--- config.mk ---
export PLATFORM = sky130hd
export DESIGN_NAME = tcg_map
export DESIGN_NICKNAME = d
export VERILOG_FILES = /design/src/hw/rtl/tcg_pkg.sv /design/src/hw/rtl/tcg_map.sv
export SDC_FILE = /design/constraint.sdc
export NUM_CORES = 2
export LEC_CHECK = 0
export BUFFER_PORTS_ARGS = -buffer_cell sky130_fd_sc_hd__buf_2
export CORE_MARGIN = 3
export CORE_UTILIZATION = 60
export CTS_CLUSTER_DIAMETER = 150
export DETAILED_ROUTE_END_ITERATION = 12
export MAX_ROUTING_LAYER = met4
export PLACE_DENSITY = 0.77
export RECOVER_POWER = 25
export SYNTH_ARGS = -nofsm -noshare
export SYNTH_HDL_FRONTEND = slang
export SYNTH_SLANG_ARGS = --single-unit
--- constraint.sdc ---
create_clock -name clk -period 17.5 [get_ports clk]
set_input_delay 4.375 -clock clk [delete_from_list [all_inputs] [get_ports clk]]
set_output_delay 4.375 -clock clk [all_outputs]
set_load 0.03 [all_outputs]
--- src/hw/rtl/tcg_pkg.sv ---
package tcg_pkg;

  localparam int FRAC_BITS     = 16;
  localparam int CORDIC_STAGES = 18;
  localparam int TAB_LEN       = 30;
  localparam int SQRT_STAGES   = 16;
  localparam int SQRT_ITERS    = 32 / SQRT_STAGES;
  localparam int CORDIC_LAT    = CORDIC_STAGES + 4;
  localparam int SIDE_DEPTH    = SQRT_STAGES + CORDIC_LAT;
  localparam int LATENCY       = 4 + SQRT_STAGES + CORDIC_LAT + 3;

  // cordic datapath widths
  localparam int NW = 41;
  localparam int CW = 44;
  localparam int ZW = 33;

  localparam logic [30:0] HALF_PI_Q30 = 31'd1686629713;
  localparam logic [32:0] PI_Q30      = 33'd3373259426;
  localparam logic [31:0] STEP_Q      = 32'(((1 << FRAC_BITS) + 5) / 10);
  localparam logic [32:0] ROUND_Q30   = 33'(1 << (29 - FRAC_BITS));

  localparam logic [2:0] REG_MODE     = 3'd0;
  localparam logic [2:0] REG_SCALE_U  = 3'd1;
  localparam logic [2:0] REG_SCALE_V  = 3'd2;
  localparam logic [2:0] REG_OFFSET_U = 3'd3;
  localparam logic [2:0] REG_OFFSET_V = 3'd4;

  localparam logic [1:0] MODE_SPHERICAL = 2'd1;
  localparam logic [1:0] MODE_BOX       = 2'd2;

  typedef struct packed {
    logic               sph;
    logic [31:0]        ax;
    logic [31:0]        az;
    logic [31:0]        ay;
    logic               yneg;
    logic signed [32:0] cu;
    logic signed [32:0] cv;
  } tcg_side_t;

  typedef struct packed {
    logic [63:0] rad;
    logic [35:0] rem;
    logic [31:0] root;
  } tcg_sqrt_t;

  typedef struct packed {
    logic [NW-1:0] a;
    logic [NW-1:0] b;
  } tcg_pair_t;

  function automatic logic [31:0] atan_q30(input int idx);
    logic [31:0] r;
    case (idx)
      0: r = 32'd843314857;
      1: r = 32'd497837829;
      2: r = 32'd263043837;
      3: r = 32'd133525159;
      4: r = 32'd67021687;
      5: r = 32'd33543516;
      6: r = 32'd16775851;
      7: r = 32'd8388437;
      8: r = 32'd4194283;
      9: r = 32'd2097149;
      default: r = (idx < TAB_LEN) ? 32'(32'd1 << (30 - idx)) : 32'd0;
    endcase
    return r;
  endfunction

  function automatic logic [31:0] abs32(input logic [31:0] v);
    logic [32:0] n;
    n = -{v[31], v};
    return v[31] ? n[31:0] : v;
  endfunction

  function automatic logic [15:0] abs16(input logic [15:0] v);
    logic [16:0] n;
    n = -{v[15], v};
    return v[15] ? n[15:0] : v;
  endfunction

endpackage

--- src/hw/rtl/tcg_map.sv ---
module tcg_map (
  input  logic               clk,
  input  logic               rst_n,
  input  logic               in_valid,
  input  logic signed [32:0] in_coord,
  input  logic signed [31:0] in_scale,
  input  logic signed [31:0] in_offset,
  output logic               out_valid,
  output logic [31:0]        out_coord,
  output logic               out_sat
);

  logic               prod_v_r, res_v_r;
  logic signed [64:0] prod_r;
  logic signed [64:0] shifted;
  logic signed [48:0] sum;
  logic [31:0]        coord_nxt, coord_r;
  logic               sat_nxt, sat_r;

  // floor shift back to coordinate format, then add and clamp
  always_comb begin
    shifted = prod_r >>> tcg_pkg::FRAC_BITS;
    sum     = $signed(shifted[48:0]) + 49'(in_offset);
    priority if (sum > 49'sd2147483647) begin
      coord_nxt = 32'h7fff_ffff;
      sat_nxt   = 1'b1;
    end else if (sum < -49'sd2147483648) begin
      coord_nxt = 32'h8000_0000;
      sat_nxt   = 1'b1;
    end else begin
      coord_nxt = sum[31:0];
      sat_nxt   = 1'b0;
    end
  end

  always_ff @(posedge clk) begin
    if (!rst_n) begin
      prod_v_r <= 1'b0;
      res_v_r  <= 1'b0;
    end else begin
      prod_v_r <= in_valid;
      res_v_r  <= prod_v_r;
    end
    prod_r  <= 65'(in_coord) * 65'(in_scale);
    coord_r <= coord_nxt;
    sat_r   <= sat_nxt;
  end

  assign out_valid = res_v_r;
  assign out_coord = coord_r;
  assign out_sat   = sat_r;

endmodule

==> out/metrics.yaml <==
status: "finished, final reports clean"
rsz0062_at_grt: "no"
root_buffer: "clkbuf_16"
slowest_delay_ns: 0.69
ios: 134
dr.pass1.iters: 5
synth_edf_count: 0
numClockSinks: 84
hold_viol: 0
yosys-top-cells-area: "fa_1 (54%), inv_1 (9.4%), and2_1 (7.9%)"
hold_end: "out_valid"
drive_above_1_share: 0.0359
ant_nets: 0
slew_headroom: 0.255
viasPerCell: 5.68
grt_pass1_vias: 32818
setup_viol: 0
cp_top_family: "adder cells"
worstReg2RegEnd: "out_coord[30]"
die_w_um: 268
hp-class: "flop to flop"
maxCapViolations: 0
r2r-start: "prod_r[16]"
synth_nets: 5844
reg2reg_depth: 13
crit_path_max_fanout: 33
cts-htree-levels: 3
cts_tree: "yes"
fin_crit_sh: 0.740
synth_cell_types: 71
min_from: "prod_v_r"
die_area_um2: 71700
grt_pass1_wl_um: 171000
synth_area_um2: 41100
start_kind: "primary input"
gp_congestion: 0.925
clock_latency_ns: 0.35
min_period_ns: 12.95
cts_setup_buffers: 0
synth-seq-cells: 84
critPathRequiredTime_ns: 17.77
cp_num_buf_inv: 4
r2r_slack_ns: 12.81
route.detailed.drc: 0
clk_pin_slew_worst_paths_ns: 0.07
async_reset_ff_frac: 0
layout.cells.most_common_list: "fa_1 (1112), inv_1 (1027), nand2_1 (562)"
critPathArrivalTime_ns: 13.22
ys_warn_count: 0
worstSetupEndpointType: "flop"
slowest_stage: "buf_2"
wl_per_cell_um: 20.0
worst_path_most_repeated_cell: "fa_1"
grt_overflow: 0
fmax_mhz: 77.2
port-buffer-count: 133
grt_usage: 0.317
die_h_um: 268
dp_cells: 5200
area.growth.synth_to_final_pct: 3.04
post_cts_resized: 0
initial_core_util: 0.609
antenna_found_initial: 3
whs_path_depth: 1
finClkSkew_ns: 0.00936
cts-hold-fix-buffers: 0
routed_wl_um: 104000
synth_top_area_frac: 0.542
rows: 95
core-area_um2: 67500
fin_nets: 5780
synth_flop_cell: "dfxtp_1"
fill_cells: 5639
cts_buffer_depth: 2
tightest_slew_ns: 1.12
num_vias: 29629
instances_no_fill: 5219
syn_avg_cell_area_um2: 9.34
grt_max_degree: 34
drt-initial-drc-count: 1864
synth_top_cell_by_area: "fa_1"
seq_area_frac_synth: 0.0409
slew_viol_final: 0
setup_tns_ns: 0
hpwl_um: 83400
critical_path_class: "primary input to flop"
numCtsBuffers: 9
final_common_cell: "fa_1"
postSynthCellCount: 4402
==> sequential cells by signal, indices dropped and copies added, names as in the netlist <==
register	count
out_coord	32
prod_v_r	1
out_valid	1
out_sat	1
prod_r	49
==> metal layers <==
layer,GRT usage,part of all wire
met5,-,0
met4,0.165,0.065
met3,0.0444,0.062
met2,0.547,0.52
met1,0.360,0.35
==> final cells by class <==
type                    count  area (um2)  area share
flip-flops and latches     84        1680      0.0397
well taps                 873        1090      0.0258
clock buffers              12         256     0.00606
multi-input cells        3073       34700       0.819
repair buffers            143         707      0.0167
clock inverters             4        55.1     0.00130
diodes                      3        7.51    0.000177
inverters                1027        3850      0.0910
==> synth_stat cells, drive strengths merged, types with 8 or more instances <==
cell	count
nor3	22
buf	11
clkbuf	207
o21bai	15
nor2	90
fa	1112
nand4	13
o21a	19
o211ai	9
o21ai	88
inv	1027
or3	8
a31oi	11
nor2b	10
a211oi	20
and3	16
nand3	15
a21oi	81
xor2	41
xnor2	63
and2	516
nand2b	13
a21o	39
nand2	562
ha	230
dfxtp	84
==> stage by stage <==
| stage | cell area [um2] | setup slack, ns | hold WS, ns | utilization |
|---|---|---|---|---|
| 6_report | 42400 | 4.55 | 0.444 | 0.627 |
| 5_1_grt | 42400 | 4.13 | 0.464 | 0.627 |
| 4_1_cts | 42400 | 4.71 | 0.449 | 0.628 |
| 3_5_place_dp | 42100 | 4.39 | 0.433 | 0.623 |
| 3_3_place_gp | 42100 | 4.54 | 0.416 | 0.623 |
| 2_1_floorplan | 41100 | 5.67 | 0.412 | - |
==> cells by family after synthesis <==
logic type	Yosys count	synth area share
AOI/OAI and AO/OA	333	0.0527
xor gates and xnor gates	104	0.0222
adders and majority gates	1342	0.612
buffers and inverters	1245	0.115
DFF	84	0.0409
muxes	4	0.000974
and+or+nand+nor	1290	0.157
==> worst max path at each step <==
stage,slack [ns],start,depth (start not counted),to
final,4.55,in_scale[8],25,prod_r[64]
after CTS,4.71,in_scale[8],25,prod_r[64]
after global routing,4.13,in_scale[8],25,prod_r[64]
after floorplan,5.67,in_scale[2],27,prod_r[64]
after detailed placement,4.39,in_scale[8],25,prod_r[64]
after global placement,4.54,in_scale[8],25,prod_r[64]
Power is left out: the tool's default activity adds up to more than one toggle a clock period on the data nets, which glitch-free logic cannot reach.
