$ cat config.mk
export PLATFORM = sky130hd
export DESIGN_NAME = tcg_isqrt
export DESIGN_NICKNAME = d
export VERILOG_FILES = /design/src/hw/rtl/tcg_pkg.sv /design/src/hw/rtl/tcg_isqrt.sv
export SDC_FILE = /design/constraint.sdc
export NUM_CORES = 2
export LEC_CHECK = 0
export BUFFER_PORTS_ARGS = -buffer_cell sky130_fd_sc_hd__buf_2
export CORE_MARGIN = 4
export CORE_UTILIZATION = 50
export CTS_CLUSTER_DIAMETER = 100
export DETAILED_ROUTE_END_ITERATION = 6
export PLACE_DENSITY = 0.65
export RECOVER_POWER = 100
export SYNTH_ARGS = -nofsm -noshare
export SYNTH_HDL_FRONTEND = slang
export SYNTH_SLANG_ARGS = --single-unit
$ cat constraint.sdc
create_clock -name clk -period 8.3 [get_ports clk]
set_clock_uncertainty 0.15 [all_clocks]
set_input_delay 0.83 -clock clk [delete_from_list [all_inputs] [get_ports clk]]
set_output_delay 0.83 -clock clk [all_outputs]
set_load 0.1 [all_outputs]
$ cat src/hw/rtl/tcg_pkg.sv
package tcg_pkg;

  localparam int FRAC_BITS     = 16;
  localparam int CORDIC_STAGES = 18;
  localparam int TAB_LEN       = 30;
  localparam int SQRT_STAGES   = 16;
  localparam int SQRT_ITERS    = 32 / SQRT_STAGES;
  localparam int CORDIC_LAT    = CORDIC_STAGES + 4;
  localparam int SIDE_DEPTH    = SQRT_STAGES + CORDIC_LAT;
  localparam int LATENCY       = 4 + SQRT_STAGES + CORDIC_LAT + 3;

  // cordic datapath widths
  localparam int NW = 41;
  localparam int CW = 44;
  localparam int ZW = 33;

  localparam logic [30:0] HALF_PI_Q30 = 31'd1686629713;
  localparam logic [32:0] PI_Q30      = 33'd3373259426;
  localparam logic [31:0] STEP_Q      = 32'(((1 << FRAC_BITS) + 5) / 10);
  localparam logic [32:0] ROUND_Q30   = 33'(1 << (29 - FRAC_BITS));

  localparam logic [2:0] REG_MODE     = 3'd0;
  localparam logic [2:0] REG_SCALE_U  = 3'd1;
  localparam logic [2:0] REG_SCALE_V  = 3'd2;
  localparam logic [2:0] REG_OFFSET_U = 3'd3;
  localparam logic [2:0] REG_OFFSET_V = 3'd4;

  localparam logic [1:0] MODE_SPHERICAL = 2'd1;
  localparam logic [1:0] MODE_BOX       = 2'd2;

  typedef struct packed {
    logic               sph;
    logic [31:0]        ax;
    logic [31:0]        az;
    logic [31:0]        ay;
    logic               yneg;
    logic signed [32:0] cu;
    logic signed [32:0] cv;
  } tcg_side_t;

  typedef struct packed {
    logic [63:0] rad;
    logic [35:0] rem;
    logic [31:0] root;
  } tcg_sqrt_t;

  typedef struct packed {
    logic [NW-1:0] a;
    logic [NW-1:0] b;
  } tcg_pair_t;

  function automatic logic [31:0] atan_q30(input int idx);
    logic [31:0] r;
    case (idx)
      0: r = 32'd843314857;
      1: r = 32'd497837829;
      2: r = 32'd263043837;
      3: r = 32'd133525159;
      4: r = 32'd67021687;
      5: r = 32'd33543516;
      6: r = 32'd16775851;
      7: r = 32'd8388437;
      8: r = 32'd4194283;
      9: r = 32'd2097149;
      default: r = (idx < TAB_LEN) ? 32'(32'd1 << (30 - idx)) : 32'd0;
    endcase
    return r;
  endfunction

  function automatic logic [31:0] abs32(input logic [31:0] v);
    logic [32:0] n;
    n = -{v[31], v};
    return v[31] ? n[31:0] : v;
  endfunction

  function automatic logic [15:0] abs16(input logic [15:0] v);
    logic [16:0] n;
    n = -{v[15], v};
    return v[15] ? n[15:0] : v;
  endfunction

endpackage

$ cat src/hw/rtl/tcg_isqrt.sv
module tcg_isqrt (
  input  logic        clk,
  input  logic        rst_n,
  input  logic        in_valid,
  input  logic [63:0] in_value,
  output logic        out_valid,
  output logic [31:0] out_root
);

  logic                v_r [tcg_pkg::SQRT_STAGES];
  tcg_pkg::tcg_sqrt_t  s_r [tcg_pkg::SQRT_STAGES];

  // restoring square root, two result bits per stage
  function automatic tcg_pkg::tcg_sqrt_t sqrt_step(input tcg_pkg::tcg_sqrt_t s);
    tcg_pkg::tcg_sqrt_t t;
    logic [35:0] trial;
    t = s;
    for (int k = 0; k < tcg_pkg::SQRT_ITERS; k++) begin
      t.rem = {t.rem[33:0], t.rad[63:62]};
      t.rad = {t.rad[61:0], 2'b00};
      trial = {2'b00, t.root, 2'b01};
      if (t.rem >= trial) begin
        t.rem  = t.rem - trial;
        t.root = {t.root[30:0], 1'b1};
      end else begin
        t.root = {t.root[30:0], 1'b0};
      end
    end
    return t;
  endfunction

  for (genvar g = 0; g < tcg_pkg::SQRT_STAGES; g++) begin : g_stage
    tcg_pkg::tcg_sqrt_t s_nxt;
    logic               v_nxt;
    if (g == 0) begin : g_first
      always_comb begin
        s_nxt = sqrt_step('{rad: in_value, rem: '0, root: '0});
        v_nxt = in_valid;
      end
    end else begin : g_rest
      always_comb begin
        s_nxt = sqrt_step(s_r[g-1]);
        v_nxt = v_r[g-1];
      end
    end
    always_ff @(posedge clk) begin
      if (!rst_n) begin
        v_r[g] <= 1'b0;
      end else begin
        v_r[g] <= v_nxt;
      end
      s_r[g] <= s_nxt;
    end
  end

  assign out_valid = v_r[tcg_pkg::SQRT_STAGES-1];
  assign out_root  = s_r[tcg_pkg::SQRT_STAGES-1].root;

endmodule

==> metrics <==
CTS root buffer=clkbuf_16; post-route non-filler standard cell count=10200; CTS H-tree depth=4; Hold Crit Class=input pin to flip-flop; WL/cell=19.0 um; Setup Viol. Count Final=0; first-pass GRT wire length=306000 um; clk buf depth=3; violated checks=max-capacitance violations, max-slew violations; GR Util All Layers=between 20 and 30%; Detail Route Antenna Nets=0; Async SR Flop Fraction=0%; clk slew on worst S/H paths=0.06 ns; fin crit period=7.54 ns; TritonRoute pass-1 iters=6; EDFF count, synth=0; max-slew violation count=73; Filler Cell Count=about 13000; Die X=about 380 um; gpl congestion=0.947; final wirelength=194000 um; synth top area cells=dfxtp_1 (36%), ha_1 (10%), xnor2_1 (6.3%), a21oi_1 (4.7%), nor2_1 (3.7%); Tcrit/Tclk final=between 90% and 100%; post-synthesis sequential area ratio=between 30% and 40%; Finished Cell Area=0.0770 mm^2; Synth Cell Area=0.0700 mm^2; DR vias=58800; Lkg Pwr=0.0348 uW; Mapped Cells=~8200; Cell Pwr Density=roughly 280 mW/mm^2; leading cell type in the layout, fill and taps excluded=dfxtp_1; post-CTS sizing=0; Post-Place Cells=9908; Required @ worst endpoint=between 8 and 9 ns; initial antenna violation count=10; MaxCap Viol Count=2; area grow syn2layout=10.0%; drt initial violations=3897; max incr delay on CP=0.73 ns; DP HPWL=154000 um; crit end category=flip-flop; Synth area leader=dfxtp_1; Nets=8867; total power=roughly 21000 uW; Clk Latency, worst-skew pair=roughly 0.78 ns; Most used DFF post-synth=dfxtp_1; num rows=between 100 and 150; CP top delay family=simple AND/OR/NAND/NOR gates; port buffer count=99; CP Launch Type=flip-flop; Yosys reg bits=1255; Achievable Freq=0.133 GHz; global route total overflow=0; WP buf/inv=3; Worst IR Drop VDD=roughly 190 uV; synthesized area per cell=8.57 um^2; Slew headroom=-7.72%; commonest non-fill, non-tap cells in the layout=dfxtp_1 (1255), nor2_1 (695), a21oi_1 (653); final hold vios=0; Cell Chain, Critical Path=inv_1 -> ha_1 -> nand4_1 -> a2111oi_2 -> a211oi_1 -> and4b_1 -> or2_1 -> inv_1 -> nor2_1 -> nor2_1 -> ha_1 -> a21o_1 -> a21o_1 -> a21oi_1 -> o21ai_0 -> a31oi_1 -> nand2_1 -> a311oi_1 -> nor3_1 -> nor4_4 -> clkinv_1 -> nand4_1 -> a21oi_1 -> or4_1; post-synth top area share=35.9%; status=finished, violations left; Slowest cell on crit path=or2_1; CP Class=flip-flop to flip-flop; worst-path maximum fanout=20; actual slew at the worst max-slew pin=1.62 ns; largest net degree at the start of global routing=58; layout cells sized above 1=a little over 6%; Synth cell types=120; DRC viols=0; Yosys warnings=0; DP Area=0.0719 mm^2; # IOs=100; CTS tree=built; Die ar.=0.146 mm^2; register area=0.0251 mm^2; area of the multi-input gates=0.0417 mm^2; Starting Density=50.6%; core area=0.138 mm^2; die height=382 um; setup TNS=0 ns; RSZ-0062 raised after global routing=no; Arr. time, crit path=8.03 ns; CTS buffer count=136; vias in the first global route=57200; clk sinks=about 1300; Via density=5.75
[repair_timing]
item	4_1_cts	5_1_grt
hold buffers	59	0
setup buffers	0	0
endpoints found under the hold margin	59	0
setup endpoints to repair	0	0
[logic make-up (layout without fill, tap and decap cells)]
| kind of cell | count (synthesis) | after routing | share of synthesized area (%) |
|---|---|---|---|
| xor gates and xnor gates | 791 | 791 | 9.91 |
| and+or+nand+nor | 2631 | 2631 | 19.0 |
| AOI/OAI and AO/OA | 2078 | 2078 | 19.0 |
| muxes | 116 | 116 | 1.84 |
| adders and majority gates | 558 | 558 | 9.98 |
| DFF | 1255 | 1255 | 35.9 |
| other | 1 | 5 | 0.00536 |
| buffers and inverters | 735 | 921 | 4.32 |
[synthesized netlist by cell type, types with 23 or more instances]
cell,n
a211oi_1,63
a21boi_0,29
a21o_1,229
a21oi_1,653
a31oi_1,77
and2_1,65
and3_1,88
and4_1,28
buf_1,23
buf_4,33
clkbuf_1,162
dfxtp_1,1255
ha_1,558
inv_1,468
mux2_2,88
mux2i_1,23
nand2_1,641
nand2b_1,89
nand3_1,169
nand3b_1,32
nand4_1,139
nand4b_1,23
nor2_1,694
nor2b_1,83
nor3_1,200
nor3b_1,37
nor4_1,80
o2111ai_1,24
o211ai_1,64
o21a_1,89
o21ai_0,400
o21ai_1,29
o21bai_1,73
o31a_1,30
o31ai_1,57
or2_2,60
or3_1,67
or4_1,47
xnor2_1,507
xor2_1,283
[flip-flops by register name, summed over array words and instances (netlist names)]
signal,cells
v_r,16
s_r,1239
[worst reg2reg max path: stages, from the launching register on]
cell	delay (ns)
dfxtp_1	0.53
inv_1	0.12
ha_1	0.40
nand4_1	0.20
a2111oi_2	0.35
a211oi_1	0.19
and4b_1	0.47
or2_1	0.73
inv_1	0.40
nor2_1	0.18
nor2_1	0.08
ha_1	0.35
a21o_1	0.20
a21o_1	0.19
a21oi_1	0.45
o21ai_0	0.16
a31oi_1	0.30
nand2_1	0.15
a311oi_1	0.43
nor3_1	0.18
nor4_4	0.26
clkinv_1	0.12
nand4_1	0.24
a21oi_1	0.07
or4_1	0.51
[final timing paths]
kind | start | to | slack (ns) | cells past startpoint
min | in_value[31] | s_r[0][99] | 0.08 | 1
max | s_r[1][388] | s_r[1][573] | 0.76 | 24
max reg2reg | s_r[1][388] | s_r[1][573] | 0.76 | 24
min reg2reg | s_r[1][634] | s_r[1][766] | 0.15 | 0
[cell type report]
type                            count  area share, %
Multi-Input combinational cell   6177           54.2
Sequential cell                  1255           32.6
Clock buffer                      180           4.94
Tap cell                         1863           3.03
Inverter                          482           2.35
Timing Repair Buffer              190           1.61
Clock inverter                     69           1.21
Antenna cell                        2        0.00650
[routing by layer]
metal / part of all wire [%] / global-route usage, % / vias to the layer above
li1: - / - / 29200
met1: 42 / 31.6 / 27700
met2: 49 / 46.1 / 1512
met3: 5.0 / 3.41 / 368
met4: 3.9 / 9.90 / 0
met5: 0 / 0 / -
[through the flow]
stage / setup WS, ns / hold WS [ns] / util [%]
final: 0.764 / 0.0844 / 55.7
after global routing: 0.249 / 0.0323 / 55.7
after CTS: 1.12 / 0.00739 / 55.9
after detailed placement: 1.15 / 0.162 / 52.0
after global placement: 1.04 / 0.160 / 52.0
after floorplan: 2.46 / 0.160 / -
[where the power goes]
| group | internal, uW | switching (uW) | total [uW] |
|---|---|---|---|
| Combinational | 2820 | 4130 | 6950 |
| Clock | 3600 | 2620 | 6220 |
| Sequential | 7030 | 1040 | 8070 |
| Total | 13500 | 7790 | 21200 |
(Power assumes the default switching activity.)
